--- config.mk ---
export PLATFORM = sky130hd
export DESIGN_NAME = vmda_sine
export DESIGN_NICKNAME = d
export VERILOG_FILES = /design/src/design/vmda_pkg.sv /design/src/design/vmda_sine.sv
export SDC_FILE = /design/constraint.sdc
export NUM_CORES = 2
export LEC_CHECK = 0
export BUFFER_PORTS_ARGS = -buffer_cell sky130_fd_sc_hd__clkbuf_2
export CORE_MARGIN = 2
export CORE_UTILIZATION = 30
export DETAILED_ROUTE_END_ITERATION = 10
export GPL_ROUTABILITY_DRIVEN = 1
export PLACE_DENSITY = 0.54
export SLEW_MARGIN = 20
export SYNTH_ARGS = -nofsm -noshare
export SYNTH_HDL_FRONTEND = slang
export SYNTH_SLANG_ARGS = --single-unit
--- constraint.sdc ---
create_clock -name clk_i -period 9.3 [get_ports clk_i]
set_input_delay 1.86 -clock clk_i [delete_from_list [all_inputs] [get_ports clk_i]]
set_output_delay 1.86 -clock clk_i [all_outputs]
set_load 0.05 [all_outputs]
--- src/design/vmda_pkg.sv ---
// ----------------------------------------------------------------------------
// vmda_pkg: shared types, constants and helpers
// Fixed-point word type, rounding multiply, sine polynomial and square-root
// constants, and the register map of the configuration port.
// ----------------------------------------------------------------------------
package vmda_pkg;

  // Signed Q2.30 working word with headroom for sums of several terms.
  localparam int unsigned SigW = 36;
  typedef logic signed [SigW-1:0] sig_t;

  localparam sig_t ONE_Q30   = sig_t'(64'sd1073741824);
  localparam sig_t HALF_Q30  = sig_t'(64'sd536870912);
  localparam sig_t SQRT2_Q30 = sig_t'(64'sd1518500250);
  localparam sig_t SCALE_Q30 = sig_t'(64'sd256336979);

  // Quarter-wave sine polynomial coefficients, Q1.15.
  localparam logic [15:0] SIN_A = 16'd51472;
  localparam logic [15:0] SIN_B = 16'd21024;
  localparam logic [15:0] SIN_C = 16'd2320;
  localparam logic [15:0] QUARTER_TURN = 16'd16384;

  // Square root unit geometry.
  localparam int unsigned MagW        = 30;
  localparam int unsigned RootW       = MagW / 2;
  localparam int unsigned RemW        = RootW + 3;
  localparam int unsigned SqrtStages  = 5;
  localparam int unsigned StepsPerStg = RootW / SqrtStages;

  // Configuration register map.
  typedef enum logic [2:0] {
    REG_RHO_0_00   = 3'd0,
    REG_RHO_0_10   = 3'd1,
    REG_RHO_0_1M1  = 3'd2,
    REG_RHO_1_11   = 3'd3,
    REG_RHO_1_00   = 3'd4,
    REG_RHO_1_10   = 3'd5,
    REG_RHO_1_1M1  = 3'd6,
    REG_RHO_2_PAIR = 3'd7
  } cfg_reg_e;

  // Q2.30 product rounded to nearest, halves away from zero.
  function automatic sig_t mulq(sig_t a, sig_t b);
    logic signed [2*SigW-1:0] p;
    logic [2*SigW-1:0] m;
    sig_t r;
    p = a * b;
    m = p[2*SigW-1] ? (2*SigW)'(-p) : (2*SigW)'(p);
    m = m + ((2*SigW)'(1) << 29);
    r = sig_t'(m >> 30);
    return p[2*SigW-1] ? -r : r;
  endfunction

endpackage

--- src/design/vmda_sine.sv ---
// ----------------------------------------------------------------------------
// vmda_sine: pipelined sine of a 16-bit turn angle
// Four register stages: quarter-wave folding and t squared, then the three
// Horner steps of the polynomial; the result is signed Q2.30.
// ----------------------------------------------------------------------------
module vmda_sine (
  input  logic                clk_i,
  input  logic                en_i,
  input  logic [15:0]         angle_i,
  output vmda_pkg::sig_t      sine_o
);

  localparam logic [15:0] SIN_C_EXT = vmda_pkg::SIN_C;

  logic [1:0]  quad;
  logic [15:0] t_base, t;
  logic [31:0] tt;

  logic [15:0] t_a_q, t2_a_q, t_b_q, t2_b_q, r1_b_q, t_c_q, r2_c_q;
  logic        neg_a_q, neg_b_q, neg_c_q;
  logic [31:0] c_prod, r1_prod, r2_prod;
  logic [15:0] r1_d, r2_d, s_d;
  vmda_pkg::sig_t sine_d, sine_q;

  always_comb begin
    quad   = angle_i[15:14];
    t_base = {1'b0, angle_i[13:0], 1'b0};
    t      = quad[0] ? (16'd32768 - t_base) : t_base;
    tt     = t * t;
  end

  always_comb begin
    c_prod  = SIN_C_EXT * t2_a_q;
    r1_d    = vmda_pkg::SIN_B - c_prod[30:15];
    r1_prod = r1_b_q * t2_b_q;
    r2_d    = vmda_pkg::SIN_A - r1_prod[30:15];
    r2_prod = r2_c_q * t_c_q;
    s_d     = r2_prod[30:15];
    sine_d  = vmda_pkg::sig_t'({5'd0, s_d, 15'd0});
    if (neg_c_q) begin
      sine_d = -sine_d;
    end
  end

  always_ff @(posedge clk_i) begin
    if (en_i) begin
      t_a_q   <= t;
      t2_a_q  <= tt[30:15];
      neg_a_q <= quad[1];
      t_b_q   <= t_a_q;
      t2_b_q  <= t2_a_q;
      r1_b_q  <= r1_d;
      neg_b_q <= neg_a_q;
      t_c_q   <= t_b_q;
      r2_c_q  <= r2_d;
      neg_c_q <= neg_b_q;
      sine_q  <= sine_d;
    end
  end

  assign sine_o = sine_q;

endmodule

==> metrics.csv <==
metric,value,unit
status,"complete, no violations",
required,9510,ps
core,92900,um2
dp_hpwl,50100,um
fill_cells,9603,
dieHeight,310,um
htreeDepth,4,
ys_seq_elements,132,
cts_tree,built,
synth_top_cells_by_count,"inv_1, fa_1, nand2_1",
synth_top_area_share,36.1,%
hp-start,t_a_q[4],
final_hold_viol_count,0,
reg2reg_from,r1_b_q[11],
async_flop_share,0,%
grt_usage,13.2,%
die_x,310,um
dr.pass1.iters,5,
multiInputGateArea,21200,um2
slew_headroom,44.9,%
whs_endpoint,t_b_q[4],
worstMarginPinSlew,826,ps
hold_path.class,register to register,
drc,0,
detail_route.iter0.violations,678,
endpoint_kind,register,
ios,54,
initial_core_util,30.2,%
synthTopCellsByArea,"fa_1, ha_1, edfxtp_1",
synth.most_common_cell,inv_1,
grt_start_max_net_pins,73,
seq_area_frac_synth,14.1,%
dp.cells,4159,
synth_cells,2919,
setup_viol_count_final,0,
cts.sinks,132,
routed_wl,59100,um
placementRows,112,
clk_latency,460,ps
diodes,0,
dpl_cell_area,29600,um2
path_clk_slew,60,ps
worstHoldPathCells,0,
finalCriticalPeriod,8690,ps
rsz0062_at_grt,false,
synth_top_area_cell,fa_1,
fin_skew,13.2,ps
numPortBuffers,38,
crit_path_max_fanout,4,
avgViaCountPerCell,4.44,
cts_made_buffers,17,
rr_worst_depth,23,
cap_violations,0,
grt_first_pass_wirelength,102000,um
synthToLayoutAreaGrowth,7.75,%
grt.overflow.total,0,
crit_arrival,8900,ps
critical_path.startpoint,angle_i[4],
wire_per_inst,14.1,um
synth_cell_type_count,92,
rr_endpoint,r2_c_q[15],
antenna_found_initial,1,
netlist_area,28000,um2
seq_area,3960,um2
drv_slew,0,
synth_flop_cell,edfxtp_1,
drive_gt1_share,4.46,%
rrSetupSlack,1660,ps
vias,18600,
finalCritPeriodShare,93.5,%
cts_root_buffer,clkbuf_16,
stdcell_count,4189,
cp-start-kind,input port,
clock.fmax,0.115,GHz
ctsHoldBuffers,0,
yosys_warnings,0,
grt_pass1_vias,19900,
dp_slack,67.4,ps
cts_buffer_depth,2,
fin_nets,3796,
place_congestion,0.842,
critical_path_class,input port to register,
syn_avg_cell_area,9.61,um2
final_area,30200,um2
synth-edff-count,132,
ant_nets,0,
fin_ws,609,ps
dieArea,95900,um2
finalSetupTns,0,ps
## logic make-up (layout without fill, tap and decap cells)
kind of cell / Yosys count / after routing / share of synthesized area [%]
adder cells (fa/ha/maj): 854 / 854 / 51.6
AND/OR/NAND/NOR: 818 / 818 / 13.9
buffers and inverters: 776 / 769 / 10.6
AO/OA/AOI/OAI: 232 / 232 / 6.26
flip-flops: 132 / 132 / 14.1
XOR/XNOR: 101 / 101 / 3.21
multiplexers: 4 / 4 / 0.196
other: 2 / 25 / 0.0268
## metrics by stage
step	utilization [%]	hold slack (ps)
floorplan	-	400
global placement	31.9	402
detailed placement	31.9	405
CTS	32.5	414
global route	32.5	432
finish	32.5	411
## what timing repair did
action | 4_1_cts | 5_1_grt
setup buffers | 0 | 0
gates resized for setup | 0 | 1
endpoints found under the setup margin | 0 | 1
## placed cells by master, fill, tap and decap left out, types with 17 or more instances in the layout
| cell | instances |
|---|---|
| nand2_1 | 396 |
| nor3_1 | 23 |
| and2_1 | 204 |
| a21o_1 | 22 |
| buf_4 | 26 |
| xnor2_1 | 70 |
| a21oi_1 | 52 |
| xor2_1 | 28 |
| fa_1 | 505 |
| inv_1 | 670 |
| edfxtp_1 | 132 |
| nand3_1 | 18 |
| clkbuf_2 | 37 |
| ha_1 | 349 |
| o21ai_0 | 23 |
| conb_1 | 25 |
| clkbuf_16 | 17 |
| nor2_1 | 93 |
## per-layer routing
metal	global-route usage, %	vias up	part of all wire (%)
met5	0	-	0
met4	2.70	0	1.3
met3	1.48	53	2.7
met2	22.8	242	48
met1	17.8	9313	48
li1	-	8988	-
## worst max path at each step
stage,slack [ps],end,cells past startpoint
global placement,160,t2_a_q[13],30
CTS,560,t2_a_q[13],30
finish,610,t2_a_q[15],28
floorplan,370,t2_a_q[15],30
detailed placement,70,t2_a_q[13],29
global route,60,t2_a_q[13],29
## sequential cells by signal (all words and copies together), names as in the netlist
signal	count
t_b_q	15
t_a_q	15
sine_o	21
neg_b_q	1
t2_a_q	16
neg_a_q	1
t_c_q	15
neg_c_q	1
r1_b_q	15
t2_b_q	16
r2_c_q	16
## layout make-up
type / instances / share of cell area [%]
clock buffers: 18 / 1.42
multi-input cells: 2034 / 70.2
repair buffers: 64 / 1.30
flip-flops and latches: 132 / 13.1
clock inverters: 12 / 0.435
well taps: 1254 / 5.19
inverters: 675 / 8.39
## worst max-delay path: stages
cell and delay, ps:
clkbuf_2 100, nor3_1 280, nand3_1 130, or3_1 360
o31a_1 260, xor2_1 250, clkinv_1 150, nor2_1 160
inv_1 70, fa_1 480, fa_1 550, inv_1 50
fa_1 490, inv_1 60, fa_1 490, fa_1 500
inv_1 50, fa_1 440, ha_1 330, nand4_1 80
o22ai_1 230, a21oi_1 200, a211o_1 320, nand3_1 140
nand3_1 90, a21boi_0 360, nor4_1 100, a311o_1 320
Power is not shown: default switching activity piles up to over one toggle a cycle in this logic, so the estimate is an artifact.
