### config.mk
export PLATFORM = sky130hd
export DESIGN_NAME = vmda_sqrt
export DESIGN_NICKNAME = d
export VERILOG_FILES = /design/src/design/vmda_pkg.sv /design/src/design/vmda_sqrt.sv
export SDC_FILE = /design/constraint.sdc
export NUM_CORES = 1
export LEC_CHECK = 0
export ABC_AREA = 1
export ABC_CLOCK_PERIOD_IN_PS = 7600
export BUFFER_PORTS_ARGS = -buffer_cell sky130_fd_sc_hd__buf_4
export CORE_ASPECT_RATIO = 1.1
export CORE_UTILIZATION = 46
export DETAILED_ROUTE_END_ITERATION = 12
export PLACE_DENSITY_LB_ADDON = 0.2
export SETUP_SLACK_MARGIN = 0.02
export SLEW_MARGIN = 20
export SYNTH_ARGS = -nofsm -noshare
export SYNTH_HDL_FRONTEND = slang
export SYNTH_SLANG_ARGS = --single-unit
export TNS_END_PERCENT = 50
### constraint.sdc
create_clock -name clk_i -period 7.6 [get_ports clk_i]
set_input_delay 1.52 -clock clk_i [delete_from_list [all_inputs] [get_ports clk_i]]
set_output_delay 1.52 -clock clk_i [all_outputs]
set_load 0.005 [all_outputs]
### src/design/vmda_pkg.sv
// ----------------------------------------------------------------------------
// vmda_pkg: shared types, constants and helpers
// Fixed-point word type, rounding multiply, sine polynomial and square-root
// constants, and the register map of the configuration port.
// ----------------------------------------------------------------------------
package vmda_pkg;

  // Signed Q2.30 working word with headroom for sums of several terms.
  localparam int unsigned SigW = 36;
  typedef logic signed [SigW-1:0] sig_t;

  localparam sig_t ONE_Q30   = sig_t'(64'sd1073741824);
  localparam sig_t HALF_Q30  = sig_t'(64'sd536870912);
  localparam sig_t SQRT2_Q30 = sig_t'(64'sd1518500250);
  localparam sig_t SCALE_Q30 = sig_t'(64'sd256336979);

  // Quarter-wave sine polynomial coefficients, Q1.15.
  localparam logic [15:0] SIN_A = 16'd51472;
  localparam logic [15:0] SIN_B = 16'd21024;
  localparam logic [15:0] SIN_C = 16'd2320;
  localparam logic [15:0] QUARTER_TURN = 16'd16384;

  // Square root unit geometry.
  localparam int unsigned MagW        = 30;
  localparam int unsigned RootW       = MagW / 2;
  localparam int unsigned RemW        = RootW + 3;
  localparam int unsigned SqrtStages  = 5;
  localparam int unsigned StepsPerStg = RootW / SqrtStages;

  // Configuration register map.
  typedef enum logic [2:0] {
    REG_RHO_0_00   = 3'd0,
    REG_RHO_0_10   = 3'd1,
    REG_RHO_0_1M1  = 3'd2,
    REG_RHO_1_11   = 3'd3,
    REG_RHO_1_00   = 3'd4,
    REG_RHO_1_10   = 3'd5,
    REG_RHO_1_1M1  = 3'd6,
    REG_RHO_2_PAIR = 3'd7
  } cfg_reg_e;

  // Q2.30 product rounded to nearest, halves away from zero.
  function automatic sig_t mulq(sig_t a, sig_t b);
    logic signed [2*SigW-1:0] p;
    logic [2*SigW-1:0] m;
    sig_t r;
    p = a * b;
    m = p[2*SigW-1] ? (2*SigW)'(-p) : (2*SigW)'(p);
    m = m + ((2*SigW)'(1) << 29);
    r = sig_t'(m >> 30);
    return p[2*SigW-1] ? -r : r;
  endfunction

endpackage

### src/design/vmda_sqrt.sv
// ----------------------------------------------------------------------------
// vmda_sqrt: pipelined integer square root
// Digit-by-digit restoring root, a few result bits per register stage, with
// a one-bit tag carried alongside.
// ----------------------------------------------------------------------------
module vmda_sqrt (
  input  logic                            clk_i,
  input  logic                            en_i,
  input  logic [vmda_pkg::MagW-1:0]       rad_i,
  input  logic                            tag_i,
  output logic [vmda_pkg::RootW-1:0]      root_o,
  output logic                            tag_o
);

  localparam int unsigned MW = vmda_pkg::MagW;
  localparam int unsigned RW = vmda_pkg::RootW;
  localparam int unsigned EW = vmda_pkg::RemW;
  localparam int unsigned NS = vmda_pkg::SqrtStages;
  localparam int unsigned KS = vmda_pkg::StepsPerStg;

  logic [MW-1:0] x_q    [NS];
  logic [EW-1:0] rem_q  [NS];
  logic [RW-1:0] root_q [NS];
  logic          tag_q  [NS];

  for (genvar s = 0; s < NS; s++) begin : g_stage
    logic [MW-1:0] x_in;
    logic [EW-1:0] rem_in;
    logic [RW-1:0] root_in;
    logic          tag_in;
    logic [MW-1:0] x_d;
    logic [EW-1:0] rem_d, trial, shifted;
    logic [RW-1:0] root_d;

    if (s == 0) begin : g_first
      assign x_in    = rad_i;
      assign rem_in  = '0;
      assign root_in = '0;
      assign tag_in  = tag_i;
    end else begin : g_next
      assign x_in    = x_q[s-1];
      assign rem_in  = rem_q[s-1];
      assign root_in = root_q[s-1];
      assign tag_in  = tag_q[s-1];
    end

    always_comb begin
      x_d    = x_in;
      rem_d  = rem_in;
      root_d = root_in;
      for (int k = 0; k < KS; k++) begin
        shifted = {rem_d[EW-3:0], x_d[MW-1:MW-2]};
        x_d     = x_d << 2;
        trial   = EW'({root_d, 2'b01});
        if (shifted >= trial) begin
          rem_d  = shifted - trial;
          root_d = {root_d[RW-2:0], 1'b1};
        end else begin
          rem_d  = shifted;
          root_d = {root_d[RW-2:0], 1'b0};
        end
      end
    end

    always_ff @(posedge clk_i) begin
      if (en_i) begin
        x_q[s]    <= x_d;
        rem_q[s]  <= rem_d;
        root_q[s] <= root_d;
        tag_q[s]  <= tag_in;
      end
    end
  end

  assign root_o = root_q[NS-1];
  assign tag_o  = tag_q[NS-1];

endmodule

==> impl_metrics.csv, run 1 <==
group,metric,value,unit
logic_synthesis,yosys_warnings,0,
routing,wl_per_cell,15.7,µm
routing,drc_errors,0,
setup_path,cp_slowest_cell,"ha_1",
logic_synthesis,ys_async_sr_fraction,0,
setup_path,criticalPathCategory,"flip-flop to flip-flop",
logic_synthesis,ys_types,60,
setup_path,max_stage_delay,0.44,ns
grt,grt_pass1_vias,13021,
clocking,clk_pin_slew,0.09,ns
setup_path,cp-end-kind,"flip-flop",
logic_synthesis,synthCells,2133,
clocking,cts-resized-gates,0,
grt,met2_usage,0.423,
sta,max_freq,150,MHz
final_layout,drive_gt1_frac,0.0866,
logic_synthesis,synth_edf_count,174,
grt,grt_pass1_wl,66.8,mm
job,drv_cap,0,
logic_synthesis,syn_avg_cell_area,7.32,µm²
setup_path,critPathMaxFanout,21,
die,row_count,70,
clocking,ctsHoldBuffers,0,
clocking,cts.sinks,174,
clocking,h-tree-depth,4,
die,dieWidth,178,µm
sta,fin_crit,6.67,ns
sta,rsz0062_at_grt,"no",
final_layout,final_cell_mix,"639 x nand2_1, 277 x inv_1, 185 x nand3_1, 174 x nor2_1, 174 x edfxtp_1",
outcome,outcome,"finished, final reports clean",
die,num_io_pins,49,
clocking,postCtsSetupBuffers,0,
die,die_y,195,µm
clocking,tritoncts.num_buffers,17,
logic_synthesis,ys_ff_latch,174,
grt,met3_usage,0.0239,
sta,setup_viol,0,
grt,grt_max_degree,106,
placement,portBuffers,48,
power,p_leak,8.15,nW
min_path,hold_path.class,"flip-flop to flip-flop",
sta,tns,0,ns
power,max-vdd-ir-drop,0.139,mV
grt,antenna_found_initial,0,
setup_path,crit_top_cell,"nand2_1",
logic_synthesis,synth_ff_type,"edfxtp_1",
placement,gp_congestion,0.930,
routing,drt_wl_total,41.2,mm
grt,overflow,0,
sta,finalCritPeriodShare,0.878,
final_layout,syn_to_final_growth,8.95,%
placement,place_hpwl,33.6,mm
grt,grtUsageTotal,0.245,
logic_synthesis,synth_area,0.0156,mm²
sta,finClkSkew,0.0194,ns
final_layout,nNetsFinal,2349,
clocking,root_buffer,"clkbuf_16",
sta,worst_pin_slew,0.981,ns
die,core_area,0.0333,mm²
sta,finalWorstSetupSlack,0.931,ns
setup_path,start_kind,"flip-flop",
routing,final_antenna_net_count,0,
sta,finalHoldViolCount,0,
routing,drt_iter0_markers,951,
sta,maxSlewHeadroom,0.346,
routing,vias,13815,
die,initial_core_util,0.469,
setup_path,crit_required,7.81,ns
clocking,clock_path_buffers,2,
setup_path,cp.arrival,6.88,ns
logic_synthesis,ys_seq_area_frac,0.335,
grt,busiest_layer,"met2",
grt,gr-usage-met1,0.326,
final_layout,diodes,0,
placement,place_ws,0.452,ns
clocking,clk-insertion-delay-late,0.46,ns
power,p_per_area,331,mW/mm²
routing,drt_pass1_iterations,5,
final_layout,layout_commonest_cell,"nand2_1",
die,dieArea,0.0347,mm²
routing,via_per_inst,5.26,
sta,slew_viol_final,0,
clocking,cts_tree,"built",
==> cell usage after synthesis (16+ instances only) <==
master      n  area, µm²
nand3b_1   17        128
nand4_1    36        225
ha_1      134       1680
xnor2_1    36        315
nand3_2    16        160
inv_1     278       1040
a21oi_1    96        480
edfxtp_1  174       5230
nor2_1    174        653
nand2_1   640       2400
xor2_1     46        403
nor3_1     20        100
o21ai_0   107        536
nand2_2    23        144
nand3_1   185        926
==> worst paths after layout <==
path | end | cells past startpoint | startpoint | slack (ns)
setup / recovery | rem_q[0][58]$_DFFE_PP_ | 29 | root_q[0][37]$_DFFE_PP_ | 0.93
hold reg to reg | x_q[0][41]$_DFFE_PP_ | 0 | x_q[0][11]$_DFFE_PP_ | 0.41
hold / removal | x_q[0][41]$_DFFE_PP_ | 0 | x_q[0][11]$_DFFE_PP_ | 0.41
setup reg to reg | rem_q[0][58]$_DFFE_PP_ | 29 | root_q[0][37]$_DFFE_PP_ | 0.93
==> critical path, delay by kind of cell, from the launching register on <==
family / cells / cell delay [ns]
AO/OA/AOI/OAI: 5 / 1.16
adder cells (fa/ha/maj): 3 / 1.18
buffers and inverters: 5 / 1.12
flip-flops: 1 / 0.36
AND/OR/NAND/NOR: 16 / 2.59
==> layout make-up <==
class                   instances  area, µm²
clock buffers                  17        425
clock inverters                15        193
fillers                      3354      16300
inverters                     288       1090
multi-input cells            1650       9140
flip-flops and latches        174       5230
well taps                     432        541
repair buffers                 50        382
repair inverters                1       7.51
==> routing by layer <==
layer | up-vias | part of all wire
met5 | - | 0
met4 | 0 | 0.016
met3 | 39 | 0.033
met2 | 282 | 0.48
met1 | 6311 | 0.47
li1 | 7183 | -
==> metrics by stage <==
stage	cell area (µm²)	cells	utilization	hold slack, ns	power, mW
after global placement	16400	2594	0.492	0.400	4.66
final	17000	2627	0.511	0.408	5.62
after floorplan	15600	2134	-	0.400	3.91
after CTS	17000	2626	0.510	0.409	5.62
after global routing	17000	2627	0.511	0.411	6.18
after detailed placement	16400	2594	0.492	0.405	4.68
==> power breakdown <==
part / switching [mW] / total, mW / internal, mW
Combinational: 2.14 / 3.29 / 1.16
Sequential: 0.120 / 1.41 / 1.29
Clock: 0.447 / 0.924 / 0.477
==> kinds of logic after synthesis <==
family / after synthesis / share of synthesized area
compound gates: 268 / 0.0985
xor+xnor: 82 / 0.0460
fa+ha+maj: 134 / 0.107
buf+inv: 310 / 0.0800
flops: 174 / 0.335
other cells: 1 / 0.000240
simple gates: 1164 / 0.333
==> state kept, by name, indices dropped and copies added (netlist names) <==
signal  flops
rem_q      64
root_q     45
tag_q       5
x_q        60
Note: power is estimated with default switching activity, not from simulation.
==> run 2, diff against run 1 <==
--- a/config.mk
+++ b/config.mk
@@ -8,12 +8,13 @@
 export ABC_AREA = 1
 export ABC_CLOCK_PERIOD_IN_PS = 7600
 export BUFFER_PORTS_ARGS = -buffer_cell sky130_fd_sc_hd__buf_4
+export CELL_PAD_IN_SITES_DETAIL_PLACEMENT = 0
+export CELL_PAD_IN_SITES_GLOBAL_PLACEMENT = 1
 export CORE_ASPECT_RATIO = 1.1
 export CORE_UTILIZATION = 46
 export DETAILED_ROUTE_END_ITERATION = 12
 export PLACE_DENSITY_LB_ADDON = 0.2
 export SETUP_SLACK_MARGIN = 0.02
-export SLEW_MARGIN = 20
 export SYNTH_ARGS = -nofsm -noshare
 export SYNTH_HDL_FRONTEND = slang
 export SYNTH_SLANG_ARGS = --single-unit
==> run 2 against run 1 <==
Net effect:
- first-iteration DRC count decreased by 8.6%
- critical path depth increased by 1
- cell count about the same
- fmax decreased by 0.25%
- register-to-register slack got worse by 0.02 ns
- die area unchanged
- flip-flop and latch count unchanged
- largest cell class unchanged
==> impl_metrics.csv, run 2 (synthesis gave the netlist of run 1 again) <==
group,metric,value,unit
routing,drc_errors,0,
placement,place_ws,0.973,ns
final_layout,regMostFlops,"rem_q",
min_path,holdPathStages,0,
setup_path,r2r-end,"rem_q[0][58]$_DFFE_PP_",
clocking,cts.sinks,174,
sta,setup_viol,0,
die,dieWidth,178,µm
sta,finalWorstSetupSlack,0.914,ns
placement,placed_area,0.0164,mm²
final_layout,fillers,3375,
placement,placedCellCount,2595,
clocking,postCtsSetupBuffers,0,
final_layout,final_cell_mix,"640 x nand2_1, 278 x inv_1, 185 x nand3_1, 174 x nor2_1, 174 x edfxtp_1",
final_layout,area.sequential,0.00523,mm²
final_layout,reg.largest.list,"rem_q x64, x_q x60, root_q x45",
grt,grt_pass1_wl,67.4,mm
setup_path,r2r_slack,0.91,ns
clocking,tritoncts.num_buffers,17,
clocking,clk-insertion-delay-late,0.45,ns
setup_path,cp.arrival,6.90,ns
routing,vias,13826,
sta,finalCritPeriodShare,0.880,
die,core_area,0.0333,mm²
sta,finClkSkew,0.0101,ns
sta,finalHoldViolCount,0,
power,design_power_total,5.69,mW
final_layout,diodes,0,
clocking,root_buffer,"clkbuf_16",
grt,grt_pass1_vias,13143,
min_path,hold_start,"x_q[0][37]$_DFFE_PP_",
power,p_leak,8.17,nW
final_layout,syn_to_final_growth,8.95,%
setup_path,cp-end-kind,"flip-flop",
routing,drt_pass1_iterations,8,
sta,max_freq,150,MHz
grt,overflow,0,
clocking,clock_path_buffers,2,
setup_path,crit_required,7.82,ns
clocking,ctsHoldBuffers,0,
setup_path,crit_top_cell,"nand2_1",
routing,wl_per_cell,15.9,µm
min_path,hold_end,"x_q[0][67]$_DFFE_PP_",
placement,place_hpwl,33.7,mm
clocking,h-tree-depth,4,
sta,rsz0062_at_grt,"no",
routing,drt_wl_total,41.7,mm
sta,hold_slack,0.413,ns
setup_path,criticalPathCategory,"flip-flop to flip-flop",
clocking,cts_tree,"built",
die,dieArea,0.0347,mm²
job,drv_cap,0,
sta,worst_pin_slew,1.10,ns
setup_path,cp_slowest_cell,"inv_1",
grt,grt_max_degree,92,
placement,gp_congestion,0.914,
grt,grtUsageTotal,0.249,
outcome,outcome,"finished, final reports clean",
sta,tns,0,ns
die,num_io_pins,49,
final_layout,multi_input_area,0.00914,mm²
final_layout,layout_commonest_cell,"nand2_1",
die,die_y,195,µm
final_layout,largest_reg_flops,64,
sta,maxSlewHeadroom,0.269,
routing,drt_iter0_markers,869,
routing,via_per_inst,5.27,
sta,slew_viol_final,0,
final_layout,drive_gt1_frac,0.0843,
clocking,clk_pin_slew,0.08,ns
power,max-vdd-ir-drop,0.161,mV
die,row_count,70,
power,p_per_area,335,mW/mm²
setup_path,start_kind,"flip-flop",
final_layout,nNetsFinal,2349,
setup_path,r2r-start,"root_q[0][37]$_DFFE_PP_",
setup_path,critPathMaxFanout,21,
placement,portBuffers,48,
final_layout,layout.cells.non_filler,2626,
clocking,cts-resized-gates,0,
grt,antenna_found_initial,0,
final_layout,design_area,0.0170,mm²
setup_path,reg2regPathDepth,30,
sta,fin_crit,6.69,ns
routing,final_antenna_net_count,0,
die,initial_core_util,0.469,
final_layout,final_util,0.511,
min_path,hold_path.class,"flip-flop to flip-flop",
setup_path,max_stage_delay,0.49,ns
## run 2: changes by cell type in the layout (fill, tap and decap cells not counted), moves of 3 or more
cell        change
bufinv_16       +3
clkinv_8        -4
clkinvlp_4      -3
inv_8           -3
## run 2: layout make-up
| type | count | area share |
|---|---|---|
| flip-flops and latches | 174 | 0.307 |
| clock buffers | 18 | 0.0252 |
| clock inverters | 13 | 0.0118 |
| inverters | 288 | 0.0637 |
| repair buffers | 51 | 0.0227 |
| multi-input cells | 1650 | 0.537 |
| well taps | 432 | 0.0318 |
## run 2: per-layer routing
layer | GRT usage | part of all wire | up-vias
met1 | 0.340 | 0.48 | 6341
met2 | 0.414 | 0.47 | 253
met4 | 0.0741 | 0.020 | 0
met3 | 0.0239 | 0.031 | 47
met5 | 0 | 0 | -
li1 | - | - | 7185
## run 2: worst max path at each step
stage                             from                endpoint  slack [ns]  cells after the start
4_1_cts        root_q[0][37]$_DFFE_PP_  rem_q[0][58]$_DFFE_PP_        0.97                     30
6_report       root_q[0][37]$_DFFE_PP_  rem_q[0][58]$_DFFE_PP_        0.91                     30
3_3_place_gp   root_q[0][37]$_DFFE_PP_  rem_q[0][58]$_DFFE_PP_        1.09                     35
5_1_grt        root_q[0][37]$_DFFE_PP_  rem_q[0][57]$_DFFE_PP_        0.12                     30
2_1_floorplan  root_q[0][37]$_DFFE_PP_  rem_q[0][56]$_DFFE_PP_        2.23                     36
3_5_place_dp   root_q[0][37]$_DFFE_PP_  rem_q[0][58]$_DFFE_PP_        0.97                     30
## run 2: where the power goes
group	internal (mW)	switching (mW)	leakage, nW
logic	1.16	2.15	6.20
registers	1.29	0.117	1.66
clock network	0.558	0.420	0.308
## run 2: critical path, delay by kind of cell, from the launching register on
family / cells / cell delay (ns)
AO/OA/AOI/OAI: 5 / 1.19
flip-flops: 1 / 0.35
adder cells (fa/ha/maj): 3 / 1.14
AND/OR/NAND/NOR: 17 / 2.71
buffers and inverters: 5 / 1.05
==> run 3, diff against run 2 <==
--- a/config.mk
+++ b/config.mk
@@ -10,10 +10,11 @@
 export BUFFER_PORTS_ARGS = -buffer_cell sky130_fd_sc_hd__buf_4
 export CELL_PAD_IN_SITES_DETAIL_PLACEMENT = 0
 export CELL_PAD_IN_SITES_GLOBAL_PLACEMENT = 1
-export CORE_ASPECT_RATIO = 1.1
+export CORE_ASPECT_RATIO = 2
 export CORE_UTILIZATION = 46
 export DETAILED_ROUTE_END_ITERATION = 12
 export PLACE_DENSITY_LB_ADDON = 0.2
+export REMOVE_ABC_BUFFERS = 1
 export SETUP_SLACK_MARGIN = 0.02
 export SYNTH_ARGS = -nofsm -noshare
 export SYNTH_HDL_FRONTEND = slang
==> run 3 against run 2 <==
Net effect:
- clock-buffer cell count shrank 1
- via count grew 4.7%
- core utilization shrank 0.16 points
- clock power shrank 3.1%
- combinational power grew 8.5%
- sequential power is essentially flat
- routed wire length grew 29%
- final area grew 0.40%
- cell count grew 0.46%
==> impl_metrics.csv, run 3 (synthesis gave the netlist of run 1 again) <==
group,metric,value,unit
outcome,outcome,"finished, final reports clean",
setup_path,cp-end-kind,"flip-flop",
clocking,clock_path_buffers,2,
setup_path,max_stage_delay,0.50,ns
grt,grt_pass1_vias,14948,
clocking,clk-insertion-delay-late,0.46,ns
clocking,root_buffer,"clkbuf_16",
sta,maxSlewHeadroom,0.305,
min_path,hold_path.class,"flip-flop to flip-flop",
setup_path,criticalPathCategory,"flip-flop to flip-flop",
final_layout,multi_input_area,0.00914,mm²
routing,vias,14470,
setup_path,cp.arrival,7.16,ns
clocking,tritoncts.num_buffers,17,
power,max-vdd-ir-drop,0.228,mV
clocking,cts.sinks,174,
routing,drt_pass1_iterations,5,
final_layout,drive_gt1_frac,0.0886,
die,initial_core_util,0.466,
clocking,clk_pin_slew,0.08,ns
power,p_leak,8.20,nW
final_layout,final_cell_mix,"640 x nand2_1, 278 x inv_1, 185 x nand3_1, 174 x nor2_1, 174 x edfxtp_1",
setup_path,crit_required,7.81,ns
die,dieWidth,132,µm
grt,grt_max_degree,119,
routing,drc_errors,0,
die,row_count,95,
die,core_area,0.0335,mm²
final_layout,layout_commonest_cell,"nand2_1",
routing,drt_wl_total,53.8,mm
final_layout,nNetsFinal,2356,
sta,slew_viol_final,0,
placement,portBuffers,48,
job,drv_cap,0,
placement,placed_area,0.0164,mm²
placement,gp_congestion,0.975,
grt,overflow,0,
grt,grtUsageTotal,0.319,
die,die_y,262,µm
sta,tns,0,ns
routing,final_antenna_net_count,0,
routing,wl_per_cell,20.4,µm
setup_path,start_kind,"flip-flop",
setup_path,critPathMaxFanout,20,
power,p_per_area,349,mW/mm²
grt,grt_pass1_wl,81.4,mm
final_layout,diodes,0,
clocking,cts_tree,"built",
final_layout,syn_to_final_growth,9.38,%
sta,setup_viol,0,
final_layout,fillers,3381,
final_layout,area.sequential,0.00523,mm²
die,dieArea,0.0347,mm²
clocking,h-tree-depth,4,
clocking,ctsHoldBuffers,0,
final_layout,regMostFlops,"rem_q",
routing,drt_iter0_markers,600,
sta,finalHoldViolCount,0,
final_layout,design_area,0.0171,mm²
die,num_io_pins,49,
routing,via_per_inst,5.49,
final_layout,reg.largest.list,"rem_q x64, x_q x60, root_q x45",
sta,rsz0062_at_grt,"no",
setup_path,cp_slowest_cell,"ha_1",
sta,worst_pin_slew,1.04,ns
sta,finalCritPeriodShare,0.915,
sta,max_freq,144,MHz
final_layout,largest_reg_flops,64,
sta,finClkSkew,0.0111,ns
grt,antenna_found_initial,0,
setup_path,crit_top_cell,"nand2_1",
sta,fin_crit,6.95,ns
placement,place_hpwl,45.3,mm
[run 3: metal layers]
layer | vias up | global-route usage | routed length [µm] | share of wire
met5 | - | 0 | 0 | 0
met4 | 0 | 0.336 | 6300 | 0.12
met3 | 241 | 0.0413 | 1340 | 0.025
met2 | 387 | 0.649 | 30800 | 0.57
met1 | 6630 | 0.232 | 15400 | 0.29
li1 | 7212 | - | - | -
[run 3: worst paths after layout]
path	start	to	slack, ns	cells past startpoint
worst max-delay path	root_q[0][38]$_DFFE_PP_	rem_q[0][56]$_DFFE_PP_	0.65	28
worst min-delay path	x_q[0][63]$_DFFE_PP_	x_q[0][93]$_DFFE_PP_	0.42	0
worst max register to register	root_q[0][38]$_DFFE_PP_	rem_q[0][56]$_DFFE_PP_	0.65	28
worst min register to register	x_q[0][63]$_DFFE_PP_	x_q[0][93]$_DFFE_PP_	0.42	0
[run 3: metrics by stage]
step / power [mW] / setup slack [ns] / utilization / hold WS, ns / cells
2_1_floorplan: 3.89 / 2.08 / - / 0.400 / 2112
3_3_place_gp: 4.97 / 0.231 / 0.490 / 0.401 / 2606
3_5_place_dp: 4.99 / 0.293 / 0.490 / 0.405 / 2606
4_1_cts: 5.95 / 0.262 / 0.509 / 0.416 / 2638
5_1_grt: 6.43 / 0.0814 / 0.509 / 0.427 / 2638
6_report: 5.96 / 0.647 / 0.509 / 0.417 / 2638
[run 3: where the power goes]
group,switching [mW],leakage (nW),internal [mW],total [mW]
clock network,0.466,0.303,0.482,0.948
registers,0.140,1.66,1.29,1.43
logic,2.40,6.23,1.19,3.59
total,3.01,8.20,2.96,5.96
[run 3: critical path, delay by kind of cell, from the launching register on]
kind | cells | cell delay (ns)
AO/OA/AOI/OAI | 6 | 1.57
buffers and inverters | 5 | 1.24
flip-flops | 1 | 0.41
adder cells (fa/ha/maj) | 3 | 1.32
AND/OR/NAND/NOR | 14 | 2.14
[run 3: layout make-up]
type	instances	area share
timing repair buffer	58	0.0259
inverter	288	0.0637
multi-input combinational	1650	0.535
clock inverter	15	0.0122
clock buffer	17	0.0249
tap	436	0.0320
sequential	174	0.306
[run 3: timing repair]
item	in CTS	in global routing
gates resized for setup	0	3
buffers inserted	0	0
setup endpoints to repair	0	17
